## config.mk

```make
export PLATFORM = sky130hd
export DESIGN_NAME = fix_message_deframer_unit_flat
export DESIGN_NICKNAME = d
export VERILOG_FILES = /design/src/hw/rtl/fmd_pkg.sv /design/src/hw/rtl/fmd_req_if.sv /design/src/hw/rtl/fmd_rsp_if.sv /design/src/hw/rtl/fmd_front.sv /design/src/hw/rtl/fmd_queue.sv /design/src/hw/rtl/fmd_back.sv /design/src/hw/rtl/fix_message_deframer_unit.sv /design/src/flat_wrapper.sv
export SDC_FILE = /design/constraint.sdc
export NUM_CORES = 1
export LEC_CHECK = 0
export ABC_AREA = 1
export BUFFER_PORTS_ARGS = -buffer_cell sky130_fd_sc_hd__buf_2
export CORE_MARGIN = 5
export CORE_UTILIZATION = 50
export DETAILED_ROUTE_END_ITERATION = 10
export GPL_TIMING_DRIVEN = 0
export HOLD_SLACK_MARGIN = 0.12
export PLACE_DENSITY = 0.68
export REMOVE_ABC_BUFFERS = 1
export SYNTH_ARGS = -nofsm -noshare
export SYNTH_HDL_FRONTEND = slang
export SYNTH_SLANG_ARGS = --single-unit
```

## constraint.sdc

```tcl
create_clock -name clock -period 4.3 [get_ports clock]
set_input_delay 0.43 -clock clock [delete_from_list [all_inputs] [get_ports clock]]
set_output_delay 0.43 -clock clock [all_outputs]
set_load 0.05 [all_outputs]
```

## src/hw/rtl/fmd_pkg.sv

```systemverilog
// fmd_pkg: shared types, constants and helpers for the message deframer
// no dependencies; imported by every module of the block
`timescale 1ns / 1ps

package fmd_pkg;

   localparam int LEN_BITS_DEFAULT = 16;
   localparam int QUEUE_DEPTH      = 4;
   localparam int CFG_BITS         = 16;

   localparam logic [7:0] SOH_BYTE    = 8'h01;
   localparam logic [7:0] CHAR_EIGHT  = 8'h38;
   localparam logic [7:0] CHAR_NINE   = 8'h39;
   localparam logic [7:0] CHAR_ZERO   = 8'h30;
   localparam logic [7:0] CHAR_EQUAL  = 8'h3D;
   localparam logic [7:0] CHAR_F      = 8'h46;
   localparam logic [7:0] CHAR_I      = 8'h49;
   localparam logic [7:0] CHAR_X      = 8'h58;
   localparam logic [2:0] BEGIN_LAST  = 3'd4;
   localparam logic [3:0] TRAILER_LEN = 4'd7;
   localparam logic [15:0] CFG_RESET  = 16'hFFFF;

   typedef enum logic [3:0] {
      PH_HUNT   = 4'b0001,
      PH_HEADER = 4'b0010,
      PH_LENGTH = 4'b0100,
      PH_BODY   = 4'b1000
   } phase_type;

   // one queued word: either a plain byte or the whole begin string
   typedef struct packed {
      logic [7:0] data;
      logic       is_begin;
      logic       msg_end;
      logic       frame_error;
   } entry_type;

   typedef struct packed {
      logic      valid;
      entry_type entry;
   } push_type;

   typedef struct packed {
      logic      valid;
      entry_type entry;
   } head_type;

   function automatic logic [7:0] begin_char(input logic [2:0] idx);
      logic [7:0] c;
      case (idx)
         3'd0:    c = CHAR_EIGHT;
         3'd1:    c = CHAR_EQUAL;
         3'd2:    c = CHAR_F;
         3'd3:    c = CHAR_I;
         3'd4:    c = CHAR_X;
         default: c = 8'h00;
      endcase
      return c;
   endfunction

endpackage

```

## src/hw/rtl/fmd_req_if.sv

```systemverilog
// fmd_req_if: input byte channel, valid/ready with one data byte
// no dependencies
`timescale 1ns / 1ps

interface fmd_req_if;
   logic       valid;
   logic       ready;
   logic [7:0] data_byte;

   modport source (output valid, output data_byte, input ready);
   modport sink   (input valid, input data_byte, output ready);
endinterface

```

## src/hw/rtl/fmd_rsp_if.sv

```systemverilog
// fmd_rsp_if: result channel, valid/ready with byte and framing flags
// no dependencies
`timescale 1ns / 1ps

interface fmd_rsp_if;
   logic       valid;
   logic       ready;
   logic [7:0] out_byte;
   logic       msg_start;
   logic       msg_end;
   logic       frame_error;
   logic       last;

   modport source (output valid, output out_byte, output msg_start, output msg_end,
                   output frame_error, output last, input ready);
   modport sink   (input valid, input out_byte, input msg_start, input msg_end,
                   input frame_error, input last, output ready);
endinterface

```

## src/hw/rtl/fmd_front.sv

```systemverilog
// fmd_front: accepts stream bytes, tracks framing state, pushes words to the queue
// depends on fmd_pkg and fmd_req_if
`timescale 1ns / 1ps

module fmd_front #(
   parameter int LEN_BITS = fmd_pkg::LEN_BITS_DEFAULT
) (
   input  logic                  clock,
   input  logic                  reset,
   fmd_req_if.sink               req_chan,
   input  logic                  csr_wr_en,
   input  logic [15:0]           csr_wr_data,
   output fmd_pkg::push_type     push,
   input  logic                  push_ready
);
   import fmd_pkg::*;

   localparam int AW    = LEN_BITS + 1;
   localparam int VW    = AW + 4;
   localparam int CMP_W = (AW > CFG_BITS) ? AW : CFG_BITS;
   localparam logic [VW-1:0] CAP_V = VW'(1) << LEN_BITS;

   phase_type        phase_ff, phase_in;
   logic [2:0]       match_ff, match_in;
   logic             saw_nine_ff, saw_nine_in;
   logic [AW-1:0]    accum_ff, accum_in;
   logic [AW-1:0]    left_ff, left_in;
   logic [15:0]      max_len_ff;

   logic             accept;
   logic [7:0]       b;
   logic             is_digit;
   logic [VW-1:0]    next_v;
   logic             too_large;
   logic [AW-1:0]    left_dec;

   assign req_chan.ready = push_ready;
   assign accept         = req_chan.valid && push_ready;
   assign b              = req_chan.data_byte;
   assign is_digit       = b inside {[CHAR_ZERO:CHAR_NINE]};

   // accum*10 + digit via shift-add
   assign next_v = (VW'(accum_ff) << 3) + (VW'(accum_ff) << 1)
                 + VW'(b - CHAR_ZERO);

   // limit is min(max_body_len, 2^LEN_BITS-1); top bit of accum means beyond that
   assign too_large = accum_ff[LEN_BITS] || (CMP_W'(accum_ff) > CMP_W'(max_len_ff));
   assign left_dec  = (left_ff != '0) ? left_ff - AW'(1) : left_ff;

   always_comb begin
      phase_in    = phase_ff;
      match_in    = match_ff;
      saw_nine_in = saw_nine_ff;
      accum_in    = accum_ff;
      left_in     = left_ff;
      push        = '0;
      push.entry.data = b;
      case (phase_ff)
         PH_HUNT: begin
            if (b == begin_char(match_ff)) begin
               if (match_ff == BEGIN_LAST) begin
                  match_in             = 3'd0;
                  saw_nine_in          = 1'b0;
                  phase_in             = PH_HEADER;
                  push.valid           = 1'b1;
                  push.entry.is_begin  = 1'b1;
               end else begin
                  match_in = match_ff + 3'd1;
               end
            end else begin
               match_in = (b == CHAR_EIGHT) ? 3'd1 : 3'd0;
            end
         end
         PH_HEADER: begin
            push.valid = 1'b1;
            if (saw_nine_ff && b == CHAR_EQUAL) begin
               phase_in    = PH_LENGTH;
               saw_nine_in = 1'b0;
               accum_in    = '0;
            end else begin
               saw_nine_in = (b == CHAR_NINE);
            end
         end
         PH_LENGTH: begin
            push.valid = 1'b1;
            if (is_digit) begin
               // saturate so an oversized length stays oversized
               if (accum_ff[LEN_BITS] || next_v > CAP_V) begin
                  accum_in = AW'(CAP_V);
               end else begin
                  accum_in = AW'(next_v);
               end
               saw_nine_in = 1'b1;
            end else if (b == SOH_BYTE && saw_nine_ff && !too_large) begin
               left_in     = accum_ff + AW'(TRAILER_LEN);
               phase_in    = PH_BODY;
               saw_nine_in = 1'b0;
            end else begin
               push.entry.frame_error = 1'b1;
               phase_in    = PH_HUNT;
               match_in    = 3'd0;
               saw_nine_in = 1'b0;
               accum_in    = '0;
               left_in     = '0;
            end
         end
         PH_BODY: begin
            push.valid = 1'b1;
            left_in    = left_dec;
            if (left_dec == '0) begin
               push.entry.msg_end = 1'b1;
               phase_in    = PH_HUNT;
               match_in    = 3'd0;
               saw_nine_in = 1'b0;
               accum_in    = '0;
            end
         end
         default: begin
            phase_in    = PH_HUNT;
            match_in    = 3'd0;
            saw_nine_in = 1'b0;
            accum_in    = '0;
            left_in     = '0;
         end
      endcase
      push.valid = push.valid && accept;
   end

   always_ff @(posedge clock) begin
      if (reset) begin
         phase_ff    <= PH_HUNT;
         match_ff    <= 3'd0;
         saw_nine_ff <= 1'b0;
         accum_ff    <= '0;
         left_ff     <= '0;
         max_len_ff  <= CFG_RESET;
      end else begin
         if (accept) begin
            phase_ff    <= phase_in;
            match_ff    <= match_in;
            saw_nine_ff <= saw_nine_in;
            accum_ff    <= accum_in;
            left_ff     <= left_in;
         end
         if (csr_wr_en) begin
            max_len_ff <= csr_wr_data;
         end
      end
   end

endmodule

```

## src/hw/rtl/fmd_queue.sv

```systemverilog
// fmd_queue: short word queue between the front and back parts
// depends on fmd_pkg
`timescale 1ns / 1ps

module fmd_queue (
   input  logic               clock,
   input  logic               reset,
   input  fmd_pkg::push_type  push,
   output logic               push_ready,
   output fmd_pkg::head_type  head,
   input  logic               pop
);
   import fmd_pkg::*;

   localparam int PW = $clog2(QUEUE_DEPTH);
   localparam int CW = $clog2(QUEUE_DEPTH + 1);

   entry_type        slots_ff [QUEUE_DEPTH];
   logic [PW-1:0]    wr_ff, rd_ff;
   logic [CW-1:0]    count_ff;
   logic             do_push, do_pop;

   assign push_ready = (count_ff != CW'(QUEUE_DEPTH));
   assign do_push    = push.valid && push_ready;
   assign do_pop     = pop && (count_ff != '0);
   assign head.valid = (count_ff != '0);
   assign head.entry = slots_ff[rd_ff];

   always_ff @(posedge clock) begin
      if (do_push) begin
         slots_ff[wr_ff] <= push.entry;
      end
   end

   always_ff @(posedge clock) begin
      if (reset) begin
         wr_ff    <= '0;
         rd_ff    <= '0;
         count_ff <= '0;
      end else begin
         if (do_push) begin
            wr_ff <= (wr_ff == PW'(QUEUE_DEPTH - 1)) ? '0 : wr_ff + PW'(1);
         end
         if (do_pop) begin
            rd_ff <= (rd_ff == PW'(QUEUE_DEPTH - 1)) ? '0 : rd_ff + PW'(1);
         end
         count_ff <= count_ff + CW'(do_push) - CW'(do_pop);
      end
   end

endmodule

```

## src/hw/rtl/fmd_back.sv

```systemverilog
// fmd_back: drains queued words into results, expanding the begin string
// depends on fmd_pkg and fmd_rsp_if
`timescale 1ns / 1ps

module fmd_back (
   input  logic               clock,
   input  logic               reset,
   input  fmd_pkg::head_type  head,
   output logic               pop,
   fmd_rsp_if.source          rsp_chan
);
   import fmd_pkg::*;

   logic       valid_ff, valid_in;
   logic [2:0] idx_ff, idx_in;
   logic [7:0] byte_ff, byte_in;
   logic       start_ff, start_in;
   logic       end_ff, end_in;
   logic       err_ff, err_in;
   logic       last_ff, last_in;
   logic       load, take;

   assign load = !valid_ff || rsp_chan.ready;
   assign take = load && head.valid;

   always_comb begin
      idx_in   = idx_ff;
      byte_in  = head.entry.data;
      start_in = 1'b0;
      end_in   = head.entry.msg_end;
      err_in   = head.entry.frame_error;
      last_in  = 1'b1;
      pop      = take;
      if (head.entry.is_begin) begin
         byte_in  = begin_char(idx_ff);
         start_in = (idx_ff == 3'd0);
         last_in  = (idx_ff == BEGIN_LAST);
         pop      = take && (idx_ff == BEGIN_LAST);
         if (take) begin
            idx_in = (idx_ff == BEGIN_LAST) ? 3'd0 : idx_ff + 3'd1;
         end
      end
      valid_in = take ? 1'b1 : (valid_ff && !rsp_chan.ready);
   end

   always_ff @(posedge clock) begin
      if (reset) begin
         valid_ff <= 1'b0;
         idx_ff   <= 3'd0;
      end else begin
         valid_ff <= valid_in;
         idx_ff   <= idx_in;
      end
   end

   always_ff @(posedge clock) begin
      if (take) begin
         byte_ff  <= byte_in;
         start_ff <= start_in;
         end_ff   <= end_in;
         err_ff   <= err_in;
         last_ff  <= last_in;
      end
   end

   assign rsp_chan.valid       = valid_ff;
   assign rsp_chan.out_byte    = byte_ff;
   assign rsp_chan.msg_start   = start_ff;
   assign rsp_chan.msg_end     = end_ff;
   assign rsp_chan.frame_error = err_ff;
   assign rsp_chan.last        = last_ff;

`ifndef SYNTHESIS
   a_idx_range: assert property (@(posedge clock) disable iff (reset)
      idx_ff <= BEGIN_LAST)
      else $error("begin string index out of range");

   a_start_form: assert property (@(posedge clock) disable iff (reset)
      valid_ff && start_ff |-> !last_ff && byte_ff == CHAR_EIGHT && !end_ff && !err_ff)
      else $error("message start word malformed");

   a_err_form: assert property (@(posedge clock) disable iff (reset)
      valid_ff && err_ff |-> last_ff && !end_ff)
      else $error("error word carries wrong flags");

   a_mid_begin: assert property (@(posedge clock) disable iff (reset)
      idx_ff != 3'd0 |-> head.valid && head.entry.is_begin)
      else $error("begin string expansion lost its queue word");
`endif

endmodule

```

## src/hw/rtl/fix_message_deframer_unit.sv

```systemverilog
// fix_message_deframer_unit: top level, front classifier, word queue and result stage
// depends on fmd_pkg, fmd_req_if, fmd_rsp_if, fmd_front, fmd_queue, fmd_back
//
//   channel    dir   handshake            payload
//   req_chan   in    valid/ready          data_byte[7:0]
//   rsp_chan   out   valid/ready          out_byte[7:0] msg_start msg_end frame_error last
//   csr_*      in    csr_wr_en            csr_wr_data[15:0] = max_body_len
//
// one byte accepted per cycle while the queue has room; hunting pushes only the begin word
// a completed begin string expands into five result bytes, other words into one
// an accepted byte reaches the result through the queue slot, then the output register
// synchronous reset clears framing state and queue; max_body_len resets to 65535
// both sides stall independently: the queue and the output register decouple them
`timescale 1ns / 1ps

module fix_message_deframer_unit #(
   parameter int LEN_BITS = fmd_pkg::LEN_BITS_DEFAULT
) (
   input  logic         clock,
   input  logic         reset,
   fmd_req_if.sink      req_chan,
   fmd_rsp_if.source    rsp_chan,
   input  logic         csr_wr_en,
   input  logic [15:0]  csr_wr_data
);
   import fmd_pkg::*;

   push_type push;
   head_type head;
   logic     push_ready;
   logic     pop;

   fmd_front #(.LEN_BITS(LEN_BITS)) u_front (
      .clock       (clock),
      .reset       (reset),
      .req_chan    (req_chan),
      .csr_wr_en   (csr_wr_en),
      .csr_wr_data (csr_wr_data),
      .push        (push),
      .push_ready  (push_ready)
   );

   fmd_queue u_queue (
      .clock      (clock),
      .reset      (reset),
      .push       (push),
      .push_ready (push_ready),
      .head       (head),
      .pop        (pop)
   );

   fmd_back u_back (
      .clock    (clock),
      .reset    (reset),
      .head     (head),
      .pop      (pop),
      .rsp_chan (rsp_chan)
   );

endmodule
```

## src/flat_wrapper.sv

```systemverilog
// flat-port wrapper written by rule: the top's interface ports become plain ports
module fix_message_deframer_unit_flat import fmd_pkg::*;
#(
   parameter int LEN_BITS = fmd_pkg::LEN_BITS_DEFAULT
)
  (clock, reset, csr_wr_en, csr_wr_data, req_chan_valid, req_chan_data_byte, req_chan_ready, rsp_chan_valid, rsp_chan_out_byte, rsp_chan_msg_start, rsp_chan_msg_end, rsp_chan_frame_error, rsp_chan_last, rsp_chan_ready);
  fmd_req_if req_chan_i ();
  fmd_rsp_if rsp_chan_i ();
  input  logic clock;
  input  logic reset;
  input  logic csr_wr_en;
  input  logic [15:0] csr_wr_data;
  input wire logic [$bits(req_chan_i.valid)-1:0] req_chan_valid;
  input wire logic [$bits(req_chan_i.data_byte)-1:0] req_chan_data_byte;
  output wire logic [$bits(req_chan_i.ready)-1:0] req_chan_ready;
  output wire logic [$bits(rsp_chan_i.valid)-1:0] rsp_chan_valid;
  output wire logic [$bits(rsp_chan_i.out_byte)-1:0] rsp_chan_out_byte;
  output wire logic [$bits(rsp_chan_i.msg_start)-1:0] rsp_chan_msg_start;
  output wire logic [$bits(rsp_chan_i.msg_end)-1:0] rsp_chan_msg_end;
  output wire logic [$bits(rsp_chan_i.frame_error)-1:0] rsp_chan_frame_error;
  output wire logic [$bits(rsp_chan_i.last)-1:0] rsp_chan_last;
  input wire logic [$bits(rsp_chan_i.ready)-1:0] rsp_chan_ready;
  assign req_chan_i.valid = req_chan_valid;
  assign req_chan_i.data_byte = req_chan_data_byte;
  assign req_chan_ready = req_chan_i.ready;
  assign rsp_chan_valid = rsp_chan_i.valid;
  assign rsp_chan_out_byte = rsp_chan_i.out_byte;
  assign rsp_chan_msg_start = rsp_chan_i.msg_start;
  assign rsp_chan_msg_end = rsp_chan_i.msg_end;
  assign rsp_chan_frame_error = rsp_chan_i.frame_error;
  assign rsp_chan_last = rsp_chan_i.last;
  assign rsp_chan_i.ready = rsp_chan_ready;
  fix_message_deframer_unit #(.LEN_BITS(LEN_BITS)) u_core (.clock(clock), .reset(reset), .req_chan(req_chan_i), .rsp_chan(rsp_chan_i), .csr_wr_en(csr_wr_en), .csr_wr_data(csr_wr_data));
endmodule
```

==> results.py, run 1 <==
metrics = {
    "timing": {
        "hold_violations": 0,
        "skew_ps": 12.1,
        "slew_viol_final": 0,
        "worst_pin_slew_ps": 1120,
        "fin_crit_sh_pct": 88.1,
        "timing.fmax_ghz": 0.264,
        "slew_headroom_pct": 25.2,
        "fin_hold_ws_ps": 216,
        "post-route-min-period_ps": 3790,
        "setup_slack_ps": 512,
        "rsz0062_at_grt": "false",
        "setup_viol": 0,
    },
    "die": {
        "row_count": 48,
        "die_height_um": 142,
        "coreArea_um2": 17200,
        "die_area_um2": 20100,
        "start_util_pct": 50.4,
        "boundaryPins": 43,
        "die_width_um": 142,
    },
    "worst_setup_path": {
        "critPathKind": "in -> reg",
        "rr_worst_depth": 14,
        "cp_max_fo": 12,
        "start_kind": "primary input",
        "cp.arrival_ps": 4140,
        "r2r-end": "u_core.u_queue.count_ff[1]",
        "cp.required_ps": 4660,
        "ff2ff_setup_slack_ps": 510,
        "end_kind": "flip-flop",
    },
    "placed_design": {
        "numPortBuffers": 42,
        "place_hpwl_um": 15300,
        "pre_cts_slack_ps": -435,
        "gp_congestion": 0.876,
        "placed_cell_area_um2": 9030,
    },
    "global_routing": {
        "grt_start_max_net_pins": 45,
        "grt_pass1_wl_um": 33700,
        "grt_overflow": 0,
        "grt_pass1_vias": 7051,
        "antenna_found_initial": 0,
        "globalRouteTotalUtil_pct": 20.7,
    },
    "min_path": {
        "min_path_type": "in -> reg",
        "min_to": "u_core.u_front.max_len_ff[0]",
        "hold_path.startpoint": "csr_wr_data[0]",
        "min_path_cells": 3,
    },
    "finish": {
        "final_area_um2": 9610,
        "diodes": 0,
        "n_fill_cell": 1720,
        "drive_gt1_share_pct": 7.27,
        "area_growth_pct": 10.9,
        "nNetsFinal": 1344,
    },
    "synthesis": {
        "yosys.area.top_type_share_pct": 19.4,
        "ys_ff_latch": 127,
        "syn_area_per_cell_um2": 7.20,
        "synth_warnings": 0,
        "netlist_area_um2": 8660,
        "synthCells": 1203,
        "synth_top_cells_by_area": "edfxtp_1 (19%), dfxtp_1 (16%), nand2_1 (14%)",
        "synthFlopType": "dfxtp_1",
        "synthTopCellsByCount": "nand2_1 (319), inv_1 (163), nor2_1 (161), dfxtp_1 (71)",
        "synth_most_common_cell": "nand2_1",
        "synth_edf_count": 56,
        "ys_types": 48,
        "async_flop_share_pct": 0,
        "synth_top_cell_by_area": "edfxtp_1",
        "yosysSeqAreaShare_pct": 35.8,
    },
    "route": {
        "routed_via_density": 5.25,
        "vias": 7752,
        "finalWirelength_um": 20100,
        "drtIter0Drc": 576,
        "drt-pass1-iter-count": 5,
        "drc": 0,
        "drtAntennaViolNets": 0,
        "post_drt_wl_per_cell_um": 13.6,
    },
    "clock_network": {
        "cts_tree": "yes",
        "cts-resized-gates": 1,
        "insertion_delay_ps": 430,
        "clock-sinks": 127,
        "cts-htree-levels": 4,
        "clkTransAtPathRegs_ps": 60,
        "cts_hold_buf": 0,
        "clockBufferDepth": 2,
        "cts-root-buf": "clkbuf_16",
        "cts-buffers-inserted": 17,
        "cts_setup_buffers": 0,
    },
    "outcome": {
        "status": "finished clean",
    },
    "pwr": {
        "p_per_area_nw_per_um2": 381,
        "peakVddDrop_uv": 301,
        "p_leak_nw": 4.60,
    },
    "run": {
        "max_cap_violations": 0,
    },
}
==> power by group <==
part,switching [mW],internal [mW],total [mW],leakage [nW]
Clock,0.617,0.766,1.38,0.268
Combinational,0.591,0.230,0.821,3.23
Sequential,0.0646,1.39,1.46,1.10
==> worst max-delay path by stage <==
stage                                     start                     endpoint  slack, ps  cells past startpoint
after floorplan           req_chan_data_byte[4]  u_core.u_front.accum_ff[10]        580                     18
after global placement    req_chan_data_byte[6]  u_core.u_front.accum_ff[10]       -340                     20
after detailed placement  req_chan_data_byte[6]  u_core.u_front.accum_ff[10]       -430                     19
after CTS                 req_chan_data_byte[6]  u_core.u_front.accum_ff[10]        340                     19
after global routing                  flip-flop   u_core.u_queue.count_ff[1]        160                     14
final                     req_chan_data_byte[6]  u_core.u_front.accum_ff[10]        510                     20
==> critical path, cell delays in order <==
cell and delay (ps):
buf_2 160, nor2_1 240, inv_1 140, nor2_4 360, fa_1 500, ha_1 370
nand2_1 130, nor2_1 150, nand3_1 130, nand3_1 170, nand2_1 70, nand2_1 70
nor2_1 40, nor2_1 70, nand2_1 50, nor2_1 310, nand3_1 350, nor2_1 230
nor2_1 60, nor2_1 100
==> cell type report <==
type,instances,area [µm²],share of cell area [%]
Multi-Input combinational cell,887,4830,50.3
Sequential cell,127,3100,32.3
Inverter,164,616,6.40
Clock buffer,17,425,4.43
Tap cell,225,282,2.93
Timing Repair Buffer,42,210,2.19
Clock inverter,15,144,1.50
==> state kept, by name (all words and copies together), names as in the netlist, 2 cells and up, named ones only <==
register	count
u_core.u_front.phase_ff	4
u_core.u_queue.wr_ff	2
u_core.u_front.match_ff	3
u_core.u_back.idx_ff	3
u_core.u_queue.count_ff	3
u_core.u_queue.rd_ff	2
u_core.u_front.accum_ff	17
u_core.u_front.max_len_ff	16
u_core.u_back.rsp_chan.out_byte	8
u_core.u_queue.slots_ff	44
u_core.u_front.left_ff	17
==> cells by family after synthesis <==
group | share of synthesized area (%)
adder cells (fa/ha/maj) | 12.4
AND/OR/NAND/NOR | 30.0
XOR/XNOR | 1.92
AO/OA/AOI/OAI | 11.3
buffers and inverters | 8.51
flip-flops | 35.8
==> layout by cell type, fill, tap and decap left out, types with 3 or more instances in the layout <==
master,n
ha_1,59
buf_2,42
a21oi_1,70
edfxtp_1,56
fa_1,17
inv_8,4
nor2_4,3
o22ai_1,17
o21ai_0,70
nand4_1,22
clkinvlp_4,4
inv_6,5
xor2_1,14
inv_1,163
nor2_2,3
o21bai_1,5
nand3_1,70
clkbuf_16,17
xnor2_1,5
dfxtp_1,71
nor3_1,18
nand2_1,319
nor2_1,160
==> routing by layer <==
metal	routed length, µm	up-vias	track usage (%)
li1	-	4015	-
met2	10100	164	36.5
met1	9030	3549	26.1
met3	804	24	3.71
met5	0	-	0
met4	237	0	5.56
==> per-stage QoR <==
stage	std cells	setup TNS, ps	util, %	total power, mW
after detailed placement	1445	-5220	52.6	2.31
final	1477	0	56.0	3.66
after global routing	1477	0	56.0	3.84
after floorplan	1178	0	-	2.09
after global placement	1445	-3760	52.6	2.29
after CTS	1477	0	55.9	3.69
Power figures use the tool's default switching activity.
==> inputs of run 2 (changes only) <==
--- a/config.mk
+++ b/config.mk
@@ -10,7 +10,7 @@
 export CORE_MARGIN = 5
 export CORE_UTILIZATION = 50
 export DETAILED_ROUTE_END_ITERATION = 10
-export GPL_TIMING_DRIVEN = 0
+export GPL_TIMING_DRIVEN = 1
 export HOLD_SLACK_MARGIN = 0.12
 export PLACE_DENSITY = 0.68
 export REMOVE_ABC_BUFFERS = 1
==> run 2 against run 1 <==
Final cell count up 0.61%. Clock skew down 0.97 ps. Total power up 2.7%. Critical path type unchanged. Highest routed layer unchanged.
==> results.py, run 2 (same netlist as run 1, synthesis figures left out) <==
metrics = {
    "outcome": {
        "status": "finished clean",
    },
    "global_routing": {
        "antenna_found_initial": 0,
        "grt_start_max_net_pins": 44,
        "grt_pass1_wl_um": 34900,
        "grt_pass1_vias": 7303,
        "grt_overflow": 0,
        "globalRouteTotalUtil_pct": 21.3,
    },
    "clock_network": {
        "cts_setup_buffers": 0,
        "cts_tree": "yes",
        "cts_hold_buf": 0,
        "cts-htree-levels": 4,
        "insertion_delay_ps": 430,
        "cts-resized-gates": 0,
        "clock-sinks": 127,
        "clockBufferDepth": 2,
        "cts-buffers-inserted": 17,
        "cts-root-buf": "clkbuf_16",
        "clkTransAtPathRegs_ps": 60,
    },
    "finish": {
        "area_growth_pct": 12.0,
        "largest_register": "u_core.u_queue.slots_ff",
        "final_area_um2": 9710,
        "final_util_pct": 56.5,
        "layout_commonest_cell": "nand2_1",
        "layout_common_cells": "nand2_1 (319), inv_1 (163), nor2_1 (161)",
        "diodes": 0,
        "top_regs": "u_core.u_queue.slots_ff (44), u_core.u_front.accum_ff (17), u_core.u_front.left_ff (17)",
        "fin_cells": 1486,
        "drive_gt1_share_pct": 7.85,
        "largest_reg_flops": 44,
        "nNetsFinal": 1353,
    },
    "worst_setup_path": {
        "cp.arrival_ps": 3960,
        "r2r-end": "u_core.u_front.accum_ff[10]",
        "startpoint": "req_chan_data_byte[6]",
        "ff2ff_setup_slack_ps": 850,
        "r2r_start": "u_core.u_front.accum_ff[2]",
        "start_kind": "primary input",
        "end_kind": "flip-flop",
        "rr_worst_depth": 15,
        "critPathKind": "in -> reg",
        "cp.required_ps": 4660,
        "cp_max_fo": 12,
    },
    "min_path": {
        "min_path_cells": 3,
        "min_path_type": "in -> reg",
        "hold_path.startpoint": "csr_wr_data[7]",
        "min_to": "u_core.u_front.max_len_ff[7]",
    },
    "pwr": {
        "power.total_mw": 3.76,
        "p_leak_nw": 4.67,
        "p_per_area_nw_per_um2": 387,
        "peakVddDrop_uv": 355,
    },
    "timing": {
        "fin_setup_tns_ps": 0,
        "post-route-min-period_ps": 3600,
        "worst_pin_slew_ps": 1070,
        "timing.fmax_ghz": 0.278,
        "slew_headroom_pct": 28.4,
        "fin_crit_sh_pct": 83.8,
        "hold_violations": 0,
        "rsz0062_at_grt": "false",
        "skew_ps": 11.2,
        "slew_viol_final": 0,
        "setup_viol": 0,
    },
    "route": {
        "finalWirelength_um": 20600,
        "routed_via_density": 5.25,
        "drc": 0,
        "drtAntennaViolNets": 0,
        "post_drt_wl_per_cell_um": 13.9,
        "vias": 7797,
        "drt-pass1-iter-count": 7,
        "drtIter0Drc": 579,
    },
    "placed_design": {
        "numPortBuffers": 42,
        "placed_cell_area_um2": 9100,
        "place_hpwl_um": 15700,
        "gp_congestion": 0.864,
        "dp_cells": 1454,
    },
    "die": {
        "die_width_um": 142,
        "die_area_um2": 20100,
        "coreArea_um2": 17200,
        "start_util_pct": 50.4,
        "row_count": 48,
        "die_height_um": 142,
        "boundaryPins": 43,
    },
    "run": {
        "max_cap_violations": 0,
    },
}
run 2: power by group:
part / switching, mW / internal, mW / leakage, nW
Combinational: 0.621 / 0.237 / 3.28
Clock: 0.595 / 0.872 / 0.293
Sequential: 0.0422 / 1.39 / 1.10
run 2: worst max-delay path by stage:
stage,cells past startpoint,endpoint,slack [ps]
5_1_grt,22,u_core.u_front.accum_ff[9],340
6_report,21,u_core.u_front.accum_ff[10],700
4_1_cts,21,u_core.u_front.accum_ff[10],750
2_1_floorplan,18,u_core.u_front.accum_ff[10],580
3_3_place_gp,20,u_core.u_front.accum_ff[4],430
3_5_place_dp,21,u_core.u_front.accum_ff[9],350
run 2: per-stage QoR:
step / setup WS, ps / hold WS [ps]
global placement: 432 / 451
global route: 339 / 226
finish: 698 / 217
detailed placement: 352 / 464
CTS: 748 / 209
floorplan: 579 / 439
run 2: critical path, stage by stage:
cell and delay, ps:
buf_2 140, nor2_1 210, inv_1 80, nor2_1 130
buf_4 250, fa_1 450, ha_1 370, nand2_1 140
nor2_1 160, nand3_1 130, nand3_1 190, nand2_1 70
nand2_1 80, nor2_1 40, nor2_1 80, nand2_1 60
nor2_1 190, nand3_1 370, nor2_1 210, nor2_1 60
nor2_1 110
run 2: layout make-up:
class                           count  area, µm²
Fill cell                        1669       7470
Clock buffer                       17        425
Timing Repair Buffer               51        278
Tap cell                          225        282
Clock inverter                     15        178
Inverter                          164        616
Sequential cell                   127       3100
Multi-Input combinational cell    887       4820
run 2: layer usage:
metal | part of all wire (%) | routed length, µm | vias up | track usage [%]
met5 | 0 | 0 | - | 0
met3 | 4.1 | 836 | 35 | 2.93
li1 | - | - | 4010 | -
met1 | 45 | 9340 | 3574 | 26.9
met2 | 49 | 10100 | 178 | 37.7
met4 | 1.7 | 348 | 0 | 6.92
==> inputs of run 3 (changes only) <==
==> constraint.sdc (replaced) <==
create_clock -name clock -period 3.55 [get_ports clock]
set_input_delay 0.355 -clock clock [delete_from_list [all_inputs] [get_ports clock]]
set_output_delay 0.355 -clock clock [all_outputs]
set_load 0.05 [all_outputs]
==> run 3 against run 2 <==
Final cell count rose by 1.3%. Worst setup slack worse by 350 ps. Sequential power is 22% higher. Hold slack got worse by 71 ps. Sequential share of layout area is 0.59 points lower. Global-route usage decreased by 0.23 points. Critical endpoint is now u_core.u_front.accum_ff[5]. Highest routed layer unchanged.
==> results.py, run 3 (same netlist as run 1, synthesis figures left out) <==
metrics = {
    "timing": {
        "worst_pin_slew_ps": 1080,
        "slew_headroom_pct": 27.6,
        "hold_violations": 0,
        "post-route-min-period_ps": 3200,
        "setup_viol": 0,
        "slew_viol_final": 0,
        "fin_crit_sh_pct": 90.2,
        "rsz0062_at_grt": "false",
        "skew_ps": 9.14,
        "timing.fmax_ghz": 0.312,
    },
    "worst_setup_path": {
        "cp_slowest_cell": "fa_1",
        "cp_max_fo": 11,
        "critPathMaxStageDelay_ps": 440,
        "rr_worst_depth": 19,
        "critPathKind": "in -> reg",
        "start_kind": "primary input",
        "worstPathCellList": "buf_2 > buf_4 > inv_1 > ha_1 > fa_1 > ha_1 > nand2_1 > nor2_1 > nand2_1 > nand3_1 > nand2_1 > nand2_1 > nand2_1 > nor2_1 > nand2_1 > nor2_1 > nand2_1 > nand2_1 > nand3_1 > buf_4 > nor2_1 > nor2_1 > nor2_1",
        "cp.arrival_ps": 3550,
        "cp.required_ps": 3900,
        "ff2ff_setup_slack_ps": 360,
        "r2r_start": "u_core.u_front.accum_ff[3]",
        "startpoint": "req_chan_data_byte[4]",
        "cp_common_cell": "nand2_1",
        "end_kind": "flip-flop",
    },
    "outcome": {
        "status": "finished clean",
    },
    "global_routing": {
        "grt_overflow": 0,
        "antenna_found_initial": 0,
        "grt_start_max_net_pins": 45,
        "grt_pass1_wl_um": 34500,
        "grt_pass1_vias": 7224,
        "globalRouteTotalUtil_pct": 21.1,
    },
    "die": {
        "die_height_um": 142,
        "start_util_pct": 50.4,
        "coreArea_um2": 17200,
        "boundaryPins": 43,
        "die_width_um": 142,
        "die_area_um2": 20100,
        "row_count": 48,
    },
    "min_path": {
        "min_path_type": "in -> reg",
        "min_path_cells": 3,
        "hold_path.startpoint": "csr_wr_data[8]",
    },
    "route": {
        "post_drt_wl_per_cell_um": 13.7,
        "finalWirelength_um": 20600,
        "drtIter0Drc": 554,
        "drtAntennaViolNets": 0,
        "routed_via_density": 5.23,
        "drt-pass1-iter-count": 5,
        "drc": 0,
        "vias": 7875,
    },
    "finish": {
        "largest_register": "u_core.u_queue.slots_ff",
        "n_fill_cell": 1598,
        "area_growth_pct": 14.1,
        "final_area_um2": 9890,
        "diodes": 0,
        "drive_gt1_share_pct": 9.21,
        "layout_common_cells": "nand2_1 (319), inv_1 (163), nor2_1 (161)",
        "final_util_pct": 57.6,
        "layout_commonest_cell": "nand2_1",
        "largest_reg_flops": 44,
        "nNetsFinal": 1373,
        "top_regs": "u_core.u_queue.slots_ff (44), u_core.u_front.accum_ff (17), u_core.u_front.left_ff (17)",
    },
    "clock_network": {
        "insertion_delay_ps": 420,
        "clock-sinks": 127,
        "clockBufferDepth": 2,
        "cts-buffers-inserted": 17,
        "cts-htree-levels": 4,
        "cts_setup_buffers": 0,
        "clkTransAtPathRegs_ps": 60,
        "cts-root-buf": "clkbuf_16",
        "cts_tree": "yes",
    },
    "pwr": {
        "p_per_area_nw_per_um2": 467,
        "p_leak_nw": 4.79,
        "peakVddDrop_uv": 398,
    },
    "placed_design": {
        "placed_cell_area_um2": 9250,
        "place_hpwl_um": 15800,
        "gp_congestion": 0.893,
        "numPortBuffers": 42,
    },
    "run": {
        "max_cap_violations": 0,
    },
}
-- run 3: changes by cell type in the layout (fill, tap and decap cells not counted), sizes merged --
cell and change:
buf +20, clkbuf +5, clkinvlp +1, inv -3, clkinv -3
-- run 3: worst max-delay path, delay by kind of cell --
family        cells  cell delay (ps)
simple gates     16             1500
fa+ha+maj         3             1100
buf+inv           4              600
-- run 3: routing by layer --
layer | part of all wire, % | wire, µm | vias up | track usage [%]
met1 | 45 | 9190 | 3596 | 27.0
met5 | 0 | 0 | - | 0
met2 | 49 | 10200 | 186 | 36.9
li1 | - | - | 4060 | -
met3 | 4.0 | 831 | 33 | 3.07
met4 | 1.8 | 367 | 0 | 6.52
-- run 3: what timing repair did --
action                     CTS  global route
setup endpoints to repair    0             8
hold buffers                 0             0
gates resized for setup      0             2
-- run 3: path summary, 6_finish.rpt --
kind / endpoint
max: u_core.u_front.accum_ff[5]
min: u_core.u_front.max_len_ff[8]
max reg2reg: u_core.u_front.accum_ff[5]
min reg2reg: u_core.u_front.max_len_ff[13]
-- run 3: stage by stage --
stage                     hold slack (ps)  TNS, ps  power [mW]  instances  setup WS [ps]
final                                 145        0        4.62       1506            347
after global routing                  146        0        4.84       1506           19.9
after CTS                             134        0        4.65       1506            332
after detailed placement              462     -423        2.82       1474          -80.3
after global placement                452    -16.4        2.80       1474          -8.20
after floorplan                       424    -1050        2.53       1178          -95.6
-- run 3: cell type report --
cell class / instances / area, µm² / area share, %
Clock buffer: 22 / 508 / 5.14
Sequential cell: 127 / 3100 / 31.4
Inverter: 164 / 616 / 6.23
Tap cell: 225 / 282 / 2.85
Multi-Input combinational cell: 887 / 4830 / 48.9
Clock inverter: 10 / 120 / 1.21
Timing Repair Buffer: 71 / 428 / 4.33
-- run 3: where the power goes --
group          total [mW]  internal (mW)  switching, mW
clock                1.83           1.16          0.663
combinational        1.05          0.301          0.745
sequential           1.74           1.69         0.0537
